**src/sv/button_short_long_press_detector_defines.svh**
```systemverilog
// Assertion macros shared by the button press detector RTL.
`ifndef BUTTON_SHORT_LONG_PRESS_DETECTOR_DEFINES_SVH
`define BUTTON_SHORT_LONG_PRESS_DETECTOR_DEFINES_SVH

// Check a condition at every clock edge outside reset.
`define BSLPD_ASSERT_ALWAYS(lbl, cond, msg) \
    lbl: assert property (@(posedge clk) disable iff (!rst_n) (cond)) else $error(msg);

// Check a same-cycle implication outside reset.
`define BSLPD_ASSERT_IMPL(lbl, ante, cons, msg) \
    lbl: assert property (@(posedge clk) disable iff (!rst_n) (ante) |-> (cons)) \
        else $error(msg);

// Check a next-cycle implication outside reset.
`define BSLPD_ASSERT_NEXT(lbl, ante, cons, msg) \
    lbl: assert property (@(posedge clk) disable iff (!rst_n) (ante) |=> (cons)) \
        else $error(msg);

`endif

```
**src/sv/bslpd_pkg.sv**
```systemverilog
// Types and constants of the button short/long press detector.
package bslpd_pkg;

    localparam int CntW = 16;
    localparam logic [CntW-1:0] CNT_MAX = {CntW{1'b1}};

    // Reset values of the configuration registers
    localparam logic [CntW-1:0] RST_SAMPLE_INTERVAL = 16'd50;
    localparam logic [CntW-1:0] RST_SHORT_LIMIT     = 16'd1000;
    localparam logic [CntW-1:0] RST_LONG_LIMIT      = 16'd3000;
    localparam logic [CntW-1:0] RST_COOLDOWN        = 16'd500;

    typedef enum logic [1:0] {
        MODE_IDLE    = 2'd0,
        MODE_PRESSED = 2'd1,
        MODE_LONG    = 2'd2
    } mode_t;

    typedef enum logic [1:0] {
        EV_NONE  = 2'd0,
        EV_SHORT = 2'd1,
        EV_LONG  = 2'd2
    } event_t;

    typedef enum logic [2:0] {
        CFG_ENABLE          = 3'd0,
        CFG_SAMPLE_INTERVAL = 3'd1,
        CFG_SHORT_LIMIT     = 3'd2,
        CFG_LONG_LIMIT      = 3'd3,
        CFG_COOLDOWN        = 3'd4
    } cfg_idx_t;

    typedef struct packed {
        logic            enable;
        logic [CntW-1:0] sample_interval_ms;
        logic [CntW-1:0] short_limit_ms;
        logic [CntW-1:0] long_limit_ms;
        logic [CntW-1:0] cooldown_ms;
    } cfg_t;

    typedef struct packed {
        event_t          press_event;
        mode_t           button_mode;
        logic            is_held;
        logic [CntW-1:0] held_duration_ms;
    } result_t;

endpackage

```
**src/sv/bslpd_fsm.sv**
```systemverilog
// Press detector state machine: debounce, cooldown and hold counters.
`include "button_short_long_press_detector_defines.svh"

module bslpd_fsm
    import bslpd_pkg::*;
(
    input  logic    clk,
    input  logic    rst_n,
    input  logic    step,
    input  logic    pressed,
    input  cfg_t    cfg,
    output result_t res
);

    mode_t           mode_reg, mode_next;
    logic [CntW-1:0] cooldown_left_reg, cooldown_left_next;
    logic [CntW-1:0] since_sample_reg, since_sample_next;
    logic [CntW-1:0] held_ticks_reg, held_ticks_next;
    logic            long_fired_reg, long_fired_next;

    logic [CntW-1:0] since_inc;
    logic [CntW-1:0] held_inc;
    logic            past_cooldown;
    logic            go_idle;
    event_t          event_next;

    // Advance the state by one tick when a word is taken
    always_ff @(posedge clk or negedge rst_n)
    begin
        if (!rst_n)
        begin
            mode_reg          <= MODE_IDLE;
            cooldown_left_reg <= RST_COOLDOWN;
            since_sample_reg  <= CNT_MAX;
            held_ticks_reg    <= '0;
            long_fired_reg    <= 1'b0;
        end
        else if (step)
        begin
            mode_reg          <= mode_next;
            cooldown_left_reg <= cooldown_left_next;
            since_sample_reg  <= since_sample_next;
            held_ticks_reg    <= held_ticks_next;
            long_fired_reg    <= long_fired_next;
        end
    end

    // Compute next state and the tick's event
    always_comb
    begin
        since_inc = (since_sample_reg == CNT_MAX) ? CNT_MAX : since_sample_reg + 16'd1;
        held_inc  = (held_ticks_reg == CNT_MAX) ? CNT_MAX : held_ticks_reg + 16'd1;

        mode_next          = mode_reg;
        cooldown_left_next = cooldown_left_reg;
        since_sample_next  = since_sample_reg;
        held_ticks_next    = held_ticks_reg;
        long_fired_next    = long_fired_reg;
        event_next         = EV_NONE;
        past_cooldown      = 1'b1;
        go_idle            = 1'b0;

        if (cfg.enable)
        begin
            since_sample_next = since_inc;
            // Count down the cooldown; the tick stops while it is still running
            if (cooldown_left_reg != '0)
            begin
                cooldown_left_next = cooldown_left_reg - 16'd1;
                past_cooldown      = (cooldown_left_reg == 16'd1);
            end
            if (past_cooldown)
            begin
                if (mode_reg != MODE_IDLE)
                begin
                    held_ticks_next = held_inc;
                end
                // Sample the pin once the debounce interval has passed
                if (since_inc >= cfg.sample_interval_ms)
                begin
                    since_sample_next = '0;
                    case (mode_reg)
                        MODE_IDLE:
                        begin
                            if (pressed)
                            begin
                                mode_next       = MODE_PRESSED;
                                held_ticks_next = '0;
                                long_fired_next = 1'b0;
                            end
                        end
                        MODE_PRESSED:
                        begin
                            if (!pressed)
                            begin
                                if (held_inc < cfg.short_limit_ms)
                                begin
                                    event_next = EV_SHORT;
                                end
                                go_idle = 1'b1;
                            end
                            else if (held_inc >= cfg.long_limit_ms && !long_fired_reg)
                            begin
                                mode_next       = MODE_LONG;
                                long_fired_next = 1'b1;
                                event_next      = EV_LONG;
                            end
                        end
                        MODE_LONG:
                        begin
                            if (!pressed)
                            begin
                                go_idle = 1'b1;
                            end
                        end
                        default:
                        begin
                            go_idle = 1'b1;
                        end
                    endcase
                end
            end
        end

        // Drop back to idle and re-arm the cooldown
        if (go_idle)
        begin
            mode_next          = MODE_IDLE;
            held_ticks_next    = '0;
            long_fired_next    = 1'b0;
            since_sample_next  = CNT_MAX;
            cooldown_left_next = cfg.cooldown_ms;
        end

        res.press_event      = event_next;
        res.button_mode      = mode_next;
        res.is_held          = (mode_next != MODE_IDLE);
        res.held_duration_ms = (mode_next != MODE_IDLE) ? held_ticks_next : '0;
    end

    `BSLPD_ASSERT_ALWAYS(a_long_flag_matches_mode,
        long_fired_reg == (mode_reg == MODE_LONG), "long flag out of step with mode")
    `BSLPD_ASSERT_IMPL(a_idle_no_hold, mode_reg == MODE_IDLE,
        held_ticks_reg == '0, "hold counter running while idle")
    `BSLPD_ASSERT_NEXT(a_disabled_holds_state, step && !cfg.enable,
        $stable(mode_reg) && $stable(held_ticks_reg) && $stable(cooldown_left_reg),
        "state moved while disabled")

endmodule

```
**src/sv/button_short_long_press_detector.sv**
```systemverilog
// Top level of the debounced button short/long press detector.
//
// Usage: each input word is one millisecond tick carrying pin_level (active
// low, 0 = pressed) on in_valid/in_ready. Every tick yields exactly one
// result word on out_valid/out_ready: press_event, button_mode, is_held and
// held_duration_ms after that tick.
// Configuration: cfg_valid/cfg_index/cfg_data write one register per
// handshake (0 enable, 1 sample interval, 2 short limit, 3 long limit,
// 4 cooldown); cfg_ready is always high. Write only while no tick is in
// flight. Other indexes are ignored. Each result is registered and on the
// result port right after the edge that took its tick. Throughput is one
// tick per cycle unless the receiver stalls, set by the single result
// register; the state update is a single pass of counters and compares.
// Reset clears the result register, loads the register defaults (disabled,
// 50/1000/3000/500 ms) and puts the detector in idle with the cooldown armed.
// When the receiver stalls, the result holds and in_ready drops until the
// result is taken.
`include "button_short_long_press_detector_defines.svh"

module button_short_long_press_detector
    import bslpd_pkg::*;
(
    input  logic            clk,
    input  logic            rst_n,
    input  logic            cfg_valid,
    output logic            cfg_ready,
    input  logic [2:0]      cfg_index,
    input  logic [CntW-1:0] cfg_data,
    input  logic            in_valid,
    output logic            in_ready,
    input  logic            pin_level,
    output logic            out_valid,
    input  logic            out_ready,
    output logic [1:0]      press_event,
    output logic [1:0]      button_mode,
    output logic            is_held,
    output logic [CntW-1:0] held_duration_ms
);

    cfg_t    cfg_reg;
    result_t res_comb;
    result_t res_reg;
    logic    out_valid_reg;
    logic    step;

    assign cfg_ready = 1'b1;
    assign in_ready  = !out_valid_reg || out_ready;
    assign step      = in_valid && in_ready;

    // Hold the configuration registers
    always_ff @(posedge clk or negedge rst_n)
    begin
        if (!rst_n)
        begin
            cfg_reg.enable             <= 1'b0;
            cfg_reg.sample_interval_ms <= RST_SAMPLE_INTERVAL;
            cfg_reg.short_limit_ms     <= RST_SHORT_LIMIT;
            cfg_reg.long_limit_ms      <= RST_LONG_LIMIT;
            cfg_reg.cooldown_ms        <= RST_COOLDOWN;
        end
        else if (cfg_valid)
        begin
            case (cfg_index)
                CFG_ENABLE:          cfg_reg.enable             <= cfg_data[0];
                CFG_SAMPLE_INTERVAL: cfg_reg.sample_interval_ms <= cfg_data;
                CFG_SHORT_LIMIT:     cfg_reg.short_limit_ms     <= cfg_data;
                CFG_LONG_LIMIT:      cfg_reg.long_limit_ms      <= cfg_data;
                CFG_COOLDOWN:        cfg_reg.cooldown_ms        <= cfg_data;
                default:             ;
            endcase
        end
    end

    bslpd_fsm u_fsm (
        .clk     (clk),
        .rst_n   (rst_n),
        .step    (step),
        .pressed (!pin_level),
        .cfg     (cfg_reg),
        .res     (res_comb)
    );

    // Track the result word's valid
    always_ff @(posedge clk or negedge rst_n)
    begin
        if (!rst_n)
        begin
            out_valid_reg <= 1'b0;
        end
        else if (in_ready)
        begin
            out_valid_reg <= in_valid;
        end
    end

    // Capture the result word on each taken tick
    always_ff @(posedge clk or negedge rst_n)
    begin
        if (!rst_n)
        begin
            res_reg <= '0;
        end
        else if (step)
        begin
            res_reg <= res_comb;
        end
    end

    assign out_valid        = out_valid_reg;
    assign press_event      = res_reg.press_event;
    assign button_mode      = res_reg.button_mode;
    assign is_held          = res_reg.is_held;
    assign held_duration_ms = res_reg.held_duration_ms;

    `BSLPD_ASSERT_IMPL(a_stall_blocks_input, out_valid_reg && !out_ready,
        !in_ready, "input taken while result stalled")
    `BSLPD_ASSERT_NEXT(a_tick_gives_result, step, out_valid_reg,
        "taken tick produced no result")
    `BSLPD_ASSERT_IMPL(a_held_matches_mode, out_valid_reg,
        is_held == (res_reg.button_mode != MODE_IDLE), "is_held disagrees with mode")
    `BSLPD_ASSERT_IMPL(a_long_event_mode, out_valid_reg && res_reg.press_event == EV_LONG,
        res_reg.button_mode == MODE_LONG, "long event outside long mode")

endmodule

```
**config.mk**
```make
export PLATFORM = sky130hd
export DESIGN_NAME = button_short_long_press_detector
export DESIGN_NICKNAME = d
export VERILOG_FILES = /design/src/sv/bslpd_pkg.sv /design/src/sv/bslpd_fsm.sv /design/src/sv/button_short_long_press_detector.sv
export VERILOG_INCLUDE_DIRS = /design/src /design/src/sv
export SDC_FILE = /design/constraint.sdc
export NUM_CORES = 1
export LEC_CHECK = 0
export ABC_AREA = 1
export BUFFER_PORTS_ARGS = -buffer_cell sky130_fd_sc_hd__buf_2
export CAP_MARGIN = 20
export CORE_ASPECT_RATIO = 0.8
export CORE_MARGIN = 10
export CORE_UTILIZATION = 67
export DETAILED_ROUTE_END_ITERATION = 8
export PLACE_DENSITY = 0.95
export SKIP_CTS_REPAIR_TIMING = 1
export SLEW_MARGIN = 10
export SYNTH_ARGS = -nofsm -noshare
export SYNTH_HDL_FRONTEND = slang
export SYNTH_SLANG_ARGS = --single-unit
export TNS_END_PERCENT = 30
```
**constraint.sdc**
```tcl
create_clock -name clk -period 9.5 [get_ports clk]
set_clock_uncertainty 0.2 [all_clocks]
set_input_delay 1.9 -clock clk [delete_from_list [all_inputs] [get_ports clk]]
set_output_delay 1.9 -clock clk [all_outputs]
set_load 0.01 [all_outputs]
```
==> results of run 1 <==
[synthesized netlist by cell type, drive strengths merged (17+ instances only)]
library cell,number
inv,169
nor2,67
a21oi,54
clkbuf,26
dfstp,44
nand2,350
nor3,22
nand3,62
nand4,17
dfrtp,92
ha,53
o21ai,116
[worst max path at each step]
| stage | startpoint | endpoint | depth (start not counted) |
|---|---|---|---|
| CTS | u_fsm.since_sample_reg[0] | u_fsm.cooldown_left_reg[1] | 17 |
| detailed placement | u_fsm.since_sample_reg[0] | u_fsm.cooldown_left_reg[10] | 17 |
| finish | u_fsm.since_sample_reg[0] | held_duration_ms[9] | 19 |
| global route | u_fsm.since_sample_reg[0] | u_fsm.cooldown_left_reg[1] | 17 |
| global placement | out_ready | u_fsm.cooldown_left_reg[1] | 10 |
| floorplan | out_ready | in_ready | 2 |
[power by group through the flow]
stage               combinational [mW]  clock (mW)  sequential, mW
floorplan                        0.830           0           0.889
global placement                  1.03           0           0.910
detailed placement                1.09           0           0.919
CTS                               1.12       0.686           0.915
global route                      1.30       0.715           0.939
finish                            1.16       0.686           0.922
[logic make-up after synthesis]
family,count (synthesis)
XOR/XNOR,9
other,1
adder cells (fa/ha/maj),53
flip-flops,136
AND/OR/NAND/NOR,531
buffers and inverters,208
AO/OA/AOI/OAI,203
[metrics by stage]
step	setup slack, ns	power, mW	area (sq um)
floorplan	5.37	1.72	8380
detailed placement	4.57	2.00	8650
CTS	4.49	2.72	9260
finish	4.39	2.76	9310
global placement	4.62	1.94	8650
global route	3.91	2.95	9310
[layout by cell type (no fill, tap or decap), types with 7 or more instances in the layout]
cell and count:
sky130_fd_sc_hd__nand4_1 16, sky130_fd_sc_hd__inv_1 168, sky130_fd_sc_hd__o21ai_0 108, sky130_fd_sc_hd__xor2_1 7, sky130_fd_sc_hd__nor3_1 20, sky130_fd_sc_hd__clkbuf_16 17, sky130_fd_sc_hd__nand3_1 59, sky130_fd_sc_hd__o21ai_1 7
sky130_fd_sc_hd__dfstp_2 44, sky130_fd_sc_hd__buf_2 46, sky130_fd_sc_hd__nand2_1 348, sky130_fd_sc_hd__o22ai_1 12, sky130_fd_sc_hd__a31oi_1 11, sky130_fd_sc_hd__ha_1 53, sky130_fd_sc_hd__a21oi_1 52, sky130_fd_sc_hd__dfrtp_1 92
sky130_fd_sc_hd__or2_2 8, sky130_fd_sc_hd__nor2_1 62
[tightest hold or removal path: cells and delay by family (launching register included)]
family           cells  cell delay, ns
DFF                  1            0.34
and+or+nand+nor      2            0.10
[area by class of cell]
type                            count  area, sq um
Fill cell                         818         2900
Tap cell                          171          214
Clock inverter                     10          144
Clock buffer                       22          464
Timing Repair Buffer               51          294
Sequential cell                   136         3460
Multi-Input combinational cell    797         4090
Inverter                          170          638
[layer usage]
| layer | wire length, um | part of all wire, % |
|---|---|---|
| met1 | 9090 | 40 |
| met2 | 10400 | 45 |
| met3 | 2600 | 11 |
| met4 | 855 | 3.7 |
| met5 | 0 | 0 |
==> results, run 1 <==
- The run finished, with violations left.
- The final reports fail on DRC.
- The adder-cell area share of the yosys netlist is 7.91%.
- The transition at the pin with the smallest max-transition slack is 0.955 ns.
- In this run the most critical hold path is launched from held_duration_ms[2].
- The type of the tightest min-delay check is reg2reg.
- The worst setup slack for register-to-register paths is 4.39 ns.
- The number of sinks driven by the clock tree is 136.
- Compared with the post-synthesis result, the final layout area differs by 11.1%.
- The net count after synthesis is 1219.
- The number of global-route vias before repair came to 7902.
- The final-layout worst hold slack is 0.275 ns.
- The average instance area after synthesis is 7.34 sq um.
- After synthesis, the share of cell area in mux cells is 0%.
- For the worst setup path, the data required time is 9.61 ns.
- Using the TritonRoute via totals, the vias-per-cell ratio works out to 6.03.
- met2 is the most crowded layer.
- In this run the power density over the cells is 297 nW/um^2.
- In the routed design, unresolved DRC markers number 2.
- The destination of the worst hold path is held_duration_ms[2].
- The worst hold path depth is 2.
- Max-cap violations in this run came to 0.
- The total buffers and inverters traversed by the critical path is 1.
- The setup path with the least slack is of type reg2reg.
- The global-route track usage on met1 is 33.2%.
- The flip-flop count of the largest register after layout is 65.
- Along the worst path, the maximum fanout reaches 40.
- The detail-routed net length per standard cell is 16.9 um.
- Static timing analysis puts the maximum clock frequency at 196 MHz.
- Summed over its instances, the top area cell type makes up 27.5% of the synthesized netlist area.
- The instance count of the mapped netlist is 1141.
- Among all flip-flop cells after synthesis, the most frequent one is sky130_fd_sc_hd__dfrtp_1.
- The synthesized netlist occupies a cell area of 8380 sq um.
- In this run the vertical extent of the chip is 120 um.
- Of the total power, combinational logic draws 41.8%.
- The final-report hold violation count is 0.
- The worst vdd rail ir drop is 0.179 mV.
- The worst relative slew slack is 36.4%.
- The synthesized-area fraction occupied by ao, oa, aoi and oai cells is 13.1%.
- The clock root buffer is sky130_fd_sc_hd__clkbuf_16.
- The kind of end point of the critical path is a flip-flop.
- The overall routed net length is 22.9 mm.
- The post-layout instance count excluding filler cells is 1357.
- The combinational family with the most area after synthesis is simple AND/OR/NAND/NOR gates.
- Global routing used 40.4% of the available met2 tracks.
- The final layout contains 1251 nets.
- The die covers 17400 sq um.
- The fraction of registers with async set/reset is 100%.
- The sequential element share of the synthesized area is 41.3%.
- The number of vias in the routed layout is 8180.
- The count of final max-slew check failures is 0.
- The initial cell density of the core is 68.6%.
- The final critical delay including setup and external delays is 5.11 ns.
- The largest individual stage delay along the critical path comes from the cell sky130_fd_sc_hd__nand3_2.
- The cell count of the worst reg-to-reg path is 19.
- The floorplan has 36 rows.
- Entering global routing, the biggest net connects 80 pins.
- The placed wire-length estimate after detailed placement is 15.2 mm.
- After global routing the overflow that remains totals 0.
- The synthesized design spends more area on one cell type than any other, namely sky130_fd_sc_hd__dfrtp_1.
- Walking the worst path, the cells encountered are ha_1 -> nand3_1 -> nor2_1 -> nand2_1 -> nor2_1 -> nand3_1 -> nand3_1 -> ha_1 -> nand2_1 -> nor3_1 -> nand3_1 -> nand3_1 -> nand3_2 -> nand2_2 -> inv_1 -> nand2_1 -> nor2_1 -> nand2_1 -> nand2_1.
- The final total negative setup slack is 0 ns.
- Net switching is 42.1% of the power.
- Registers are responsible for 33.4% of the overall power.
- Pin placement for this block handled 49 I/O pins.
- The switching power is 1.16 mW.
- In this run, synthesis produced a sequential element count of 136.
- The count of TritonRoute iterations in the first routing pass is 9.
- In this run the standard cell core region covers 12200 sq um.
- TritonCTS created 17 clock buffers.
- Setup repair after global routing left no endpoint under its margin.
- The critical register-to-register path endpoint is held_duration_ms[9].
- The share of the core filled with cells is 76.2%.
- Among cell families on the critical path, the largest total delay comes from simple AND/OR/NAND/NOR gates.
- In the post-synthesis netlist, the biggest area contributors are sky130_fd_sc_hd__dfrtp_1 27%, sky130_fd_sc_hd__nand2_1 16%, sky130_fd_sc_hd__dfstp_2 14%, sky130_fd_sc_hd__ha_1 7.9%, sky130_fd_sc_hd__inv_1 7.5%.
- The synthesized netlist devotes 26.8% of its cell area to simple gates.
- The leakage component of the power is 4.91 nW.
- In the final layout, the share of cells above drive strength 1 is 12.6%.
- The clock network fraction of total power is 24.8%.
- The count of yosys warnings during synthesis is 0.
- The diode insertion count for antenna repair is 0.
- The post-synthesis share of cell area spent on xor and xnor gates is 0.941%.
- The total global-route track usage is 26.1%.
- The unique cell type count in the Yosys netlist is 41.
- The H-tree was split into 4 levels.
- The clock tree buffer depth is 2.
- The worst setup path is launched from a flip-flop.
- Setup violations remaining at the end of the flow were counted as 0.
- The synthesized design contains 0 enable-type register cells.
- The met3 track utilization from global routing is 7.74%.
- The die width is 145 um.
- The number of placed instances, taps included, is 1322.
- The startpoint identified for the worst register-to-register timing path is u_fsm.since_sample_reg[0].
- The port buffer count is 47.
- The internal power of the cells totals 1.60 mW.
- For this run, the slowest stage of the critical path takes 0.74 ns.
- The critical path data arrival time is 5.22 ns.
- The first global-routing pass estimated 37.7 mm of wire.
- The number of antenna violations at the first check in global routing is 0.
- At the end of routability-driven placement, the weighted congestion stood at 0.962.
- The clock reaches the later pin of the worst-skew pair after 0.43 ns.
- The detail route stage leaves a number of antenna-violating nets equal to 0.
- After clock tree synthesis, the clock-pin slew on the worst setup and hold paths is 0.06 ns.
- In this run, the number of DRC markers left after iteration 0 of detailed routing was 1207.
- The post-route clock period utilization is 53.8%.
- TritonCTS built the clock tree.
Power figures use the tool's default switching activity.
==> run 2, diff against run 1 <==
--- a/config.mk
+++ b/config.mk
@@ -11,9 +11,9 @@
 export CAP_MARGIN = 20
 export CORE_ASPECT_RATIO = 0.8
 export CORE_MARGIN = 10
-export CORE_UTILIZATION = 67
+export CORE_UTILIZATION = 56
 export DETAILED_ROUTE_END_ITERATION = 8
-export PLACE_DENSITY = 0.95
+export PLACE_DENSITY = 0.87
 export SKIP_CTS_REPAIR_TIMING = 1
 export SLEW_MARGIN = 10
 export SYNTH_ARGS = -nofsm -noshare
==> constraint.sdc (replaced) <==
create_clock -name clk -period 4.19 [get_ports clk]
set_clock_uncertainty 0.2 [all_clocks]
set_input_delay 0.838 -clock clk [delete_from_list [all_inputs] [get_ports clk]]
set_output_delay 0.838 -clock clk [all_outputs]
set_load 0.01 [all_outputs]
==> results, run 2 (synthesis results as in run 1) <==
- Status: complete, no violations (was complete, but fails checks).
- The type of the tightest min-delay check is in2async (was reg2reg).
- The final weighted congestion of routability-driven global placement is 0.943 (was 0.962).
- The clock input transition at the sequential cells of the worst setup and hold paths is 0.07 ns (was 0.06 ns).
- The count of pins on the block boundary was 49 (unchanged).
- Crit-path cells: ha_1 -> nand3_1 -> nor2_1 -> nand2_1 -> inv_1 -> nand3_1 -> nor2_2 -> nand2_1 -> nand3_1 -> ha_1 -> nand4_1 -> nor3_1 -> nand3_1 -> nand3_1 -> nand3_2 -> a21oi_4 -> buf_4 -> nand2_1 -> and2_1 (was ha_1 -> nand3_1 -> nor2_1 -> nand2_1 -> nor2_1 -> nand3_1 -> nand3_1 -> ha_1 -> nand2_1 -> nor3_1 -> nand3_1 -> nand3_1 -> nand3_2 -> nand2_2 -> inv_1 -> nand2_1 -> nor2_1 -> nand2_1 -> nand2_1).
- The initial cell density of the core is 57.8% (was 68.6%).
- The data required time at the worst endpoint is 4.32 ns (was 9.61 ns).
- The largest net degree at the start of global routing came to 86 (was 80).
- The share of the core filled with cells is 65.5% (was 76.2%).
- The number of antenna violations at the first check in global routing is 0 (unchanged).
- The critical register-to-register path endpoint is u_fsm.cooldown_left_reg[15] (was held_duration_ms[9]).
- The diode insertion count for antenna repair was 0 (unchanged).
- The share of layout cells above drive strength 1 is 14.6% (was 12.6%).
- The worst vdd rail ir drop is 0.352 mV (was 0.179 mV).
- The count of final max-slew check failures is 0 (unchanged).
- The kind of end point of the critical path is a flip-flop (unchanged).
- The first-pass GRT wire length was 35.2 mm (was 37.7 mm).
- The number of levels the H-tree was split into is 4 (unchanged).
- The total buffers and inverters traversed by the critical path is 2 (was 1).
- The final critical delay including setup and external delays is 3.87 ns (was 5.11 ns).
- The CTS tree is done (unchanged).
- The number of nets in the layout was 1269 (was 1251).
- The delay of the slowest cell on the worst path came to 0.55 ns (was 0.74 ns).
- The worst relative slew slack is 40.0% (was 36.4%).
- The global-route congestion overflow total is 0 (unchanged).
- The number of maximum-capacitance violations was 0 (unchanged).
- The biggest fanout along the worst timing path came to 9 (was 40).
- The critical path data arrival time is 4.00 ns (was 5.22 ns).
- The count of TritonRoute iterations in the first routing pass is 6 (was 9).
- The clock tree buffer depth is 2 (unchanged).
- The beginning of the worst register-to-register path is u_fsm.since_sample_reg[0] (unchanged).
- The maximum operating frequency is 258 MHz (was 196 MHz).
- The number of global-route vias before repair came to 7212 (was 7902).
- Commonest non-fill, non-tap cells in the layout: 347 x sky130_fd_sc_hd__nand2_1, 166 x sky130_fd_sc_hd__inv_1, 108 x sky130_fd_sc_hd__o21ai_0 (was 348 x sky130_fd_sc_hd__nand2_1, 168 x sky130_fd_sc_hd__inv_1, 108 x sky130_fd_sc_hd__o21ai_0).
- The most common library cell in the layout ignoring fill and taps was sky130_fd_sc_hd__nand2_1 (unchanged).
- The die span in y came to 129 um (was 120 um).
- The number of clock buffers inserted by TritonCTS is 17 (unchanged).
- The placed wire-length estimate after detailed placement came to 15.1 mm (was 15.2 mm).
- Counting stages on the worst path, the most repeated cell is sky130_fd_sc_hd__nand3_1.
- The area of the core is 14500 sq um (was 12200 sq um).
- The number of nets still failing antenna checks after routing is 0 (unchanged).
- The flip-flop count of the largest register after layout is 65 (unchanged).
- The transition at the pin with the smallest max-transition slack came to 0.898 ns (was 0.955 ns).
- The power per standard cell area is 661 nW/um^2 (was 297 nW/um^2).
- The die footprint is 20300 sq um (was 17400 sq um).
- The post-route clock period utilization is 92.4% (was 53.8%).
- The leakage component of the power is 5.00 nW (was 4.91 nW).
- The detail-routed net length per standard cell was 15.5 um (was 16.9 um).
- The largest delay contributor family on the critical path is simple AND/OR/NAND/NOR gates (unchanged).
- The number of DRC markers after the initial detailed-route iteration was 810 (was 1207).
- The cell with the largest stage delay on the worst path is sky130_fd_sc_hd__dfstp_2 (was sky130_fd_sc_hd__nand3_2).
- The setup violation total in the final timing report came to 0 (unchanged).
- The total global-route track usage is 21.4% (was 26.1%).
- The post-synthesis to final-layout area growth came to 13.4% (was 11.1%).
- The number of vias in the routed layout is 7752 (was 8180).
- The remaining design rule violation count is 0 (was 2).
- The overall routed net length is 21.5 mm (was 22.9 mm).
- The port buffer count was 47 (unchanged).
- The total power is 6.28 mW (was 2.76 mW).
- The startpoint class of the critical path is a flip-flop (unchanged).
- The die width is 157 um (was 145 um).
- The number of sinks driven by the clock tree is 136 (unchanged).
- The clock root buffer was sky130_fd_sc_hd__clkbuf_16 (unchanged).
- The worst setup slack for register-to-register paths is 0.32 ns (was 4.39 ns).
- The row count was 39 (was 36).
- RSZ-0062 raised after global routing: yes (was no).
- The number of vias per cell is 5.59 (was 6.03).
- The source-to-sink clock delay at the later pin of the worst-skew pair is 0.44 ns (was 0.43 ns).
- The cell count of the worst reg-to-reg path came to 19 (unchanged).
- The final-report hold violation count is 0 (unchanged).
- The critical path start-end classification is reg2reg (unchanged).
[run 2: cell count changes in the layout (fill, tap and decap cells not counted), moves of 2 or more]
| cell | before | now |
|---|---|---|
| sky130_fd_sc_hd__buf_4 | 1 | 18 |
| sky130_fd_sc_hd__buf_12 | 0 | 2 |
| sky130_fd_sc_hd__buf_8 | 3 | 1 |
| sky130_fd_sc_hd__inv_8 | 0 | 3 |
| sky130_fd_sc_hd__inv_6 | 2 | 5 |
| sky130_fd_sc_hd__inv_1 | 168 | 166 |
| sky130_fd_sc_hd__clkbuf_1 | 3 | 0 |
| sky130_fd_sc_hd__clkbuf_8 | 2 | 0 |
[run 2: worst register-to-register path: cells and delay by family, from the launching register on]
family	cells	cell delay (ns)
DFF	1	0.55
adders and majority gates	2	0.37
and+or+nand+nor	14	1.93
AOI/OAI and AO/OA	1	0.36
buffers and inverters	2	0.35
[run 2: worst max-delay path by stage]
stage,start,endpoint,slack [ns],depth (start not counted)
6_report,u_fsm.since_sample_reg[0],u_fsm.cooldown_left_reg[15],0.32,19
3_3_place_gp,u_fsm.since_sample_reg[0],held_duration_ms[14],0.29,19
2_1_floorplan,u_fsm.since_sample_reg[0],held_duration_ms[2],0.79,20
4_1_cts,u_fsm.since_sample_reg[0],held_duration_ms[14],0.11,19
3_5_place_dp,u_fsm.since_sample_reg[0],held_duration_ms[14],0.14,19
5_1_grt,u_fsm.since_sample_reg[0],held_duration_ms[1],-0.02,21
[run 2: through the flow]
stage / setup WS [ns] / hold slack [ns] / cells / setup TNS (ns) / area, sq um
CTS: 0.111 / 0.278 / 1380 / 0 / 9390
global placement: 0.286 / 0.255 / 1348 / 0 / 8780
floorplan: 0.785 / 0.241 / 1141 / 0 / 8380
finish: 0.318 / 0.253 / 1388 / 0 / 9500
detailed placement: 0.140 / 0.260 / 1348 / 0 / 8780
global route: -0.0202 / 0.287 / 1388 / -0.0381 / 9500
[run 2: report_power, final]
part / total (mW) / internal, mW / leakage (nW) / switching [mW]
registers: 2.08 / 1.76 / 1.66 / 0.318
clock network: 1.56 / 0.902 / 0.298 / 0.657
logic: 2.64 / 0.967 / 3.05 / 1.67
[run 2: per-layer routing]
| layer | GRT usage (%) | vias to the layer above | wire, um |
|---|---|---|---|
| li1 | - | 3778 | - |
| met1 | 29.5 | 3617 | 9540 |
| met5 | 0 | - | 0 |
| met2 | 32.5 | 318 | 9660 |
| met4 | 7.31 | 0 | 429 |
| met3 | 5.06 | 39 | 1850 |
[run 2: layout make-up]
cell class	instances	area, sq um
timing repair buffer	68	432
multi-input combinational	797	4120
inverter	170	642
clock inverter	15	184
fill	1174	4990
tap	184	230
sequential	136	3460
clock buffer	17	425
timing repair inverter	1	7.51
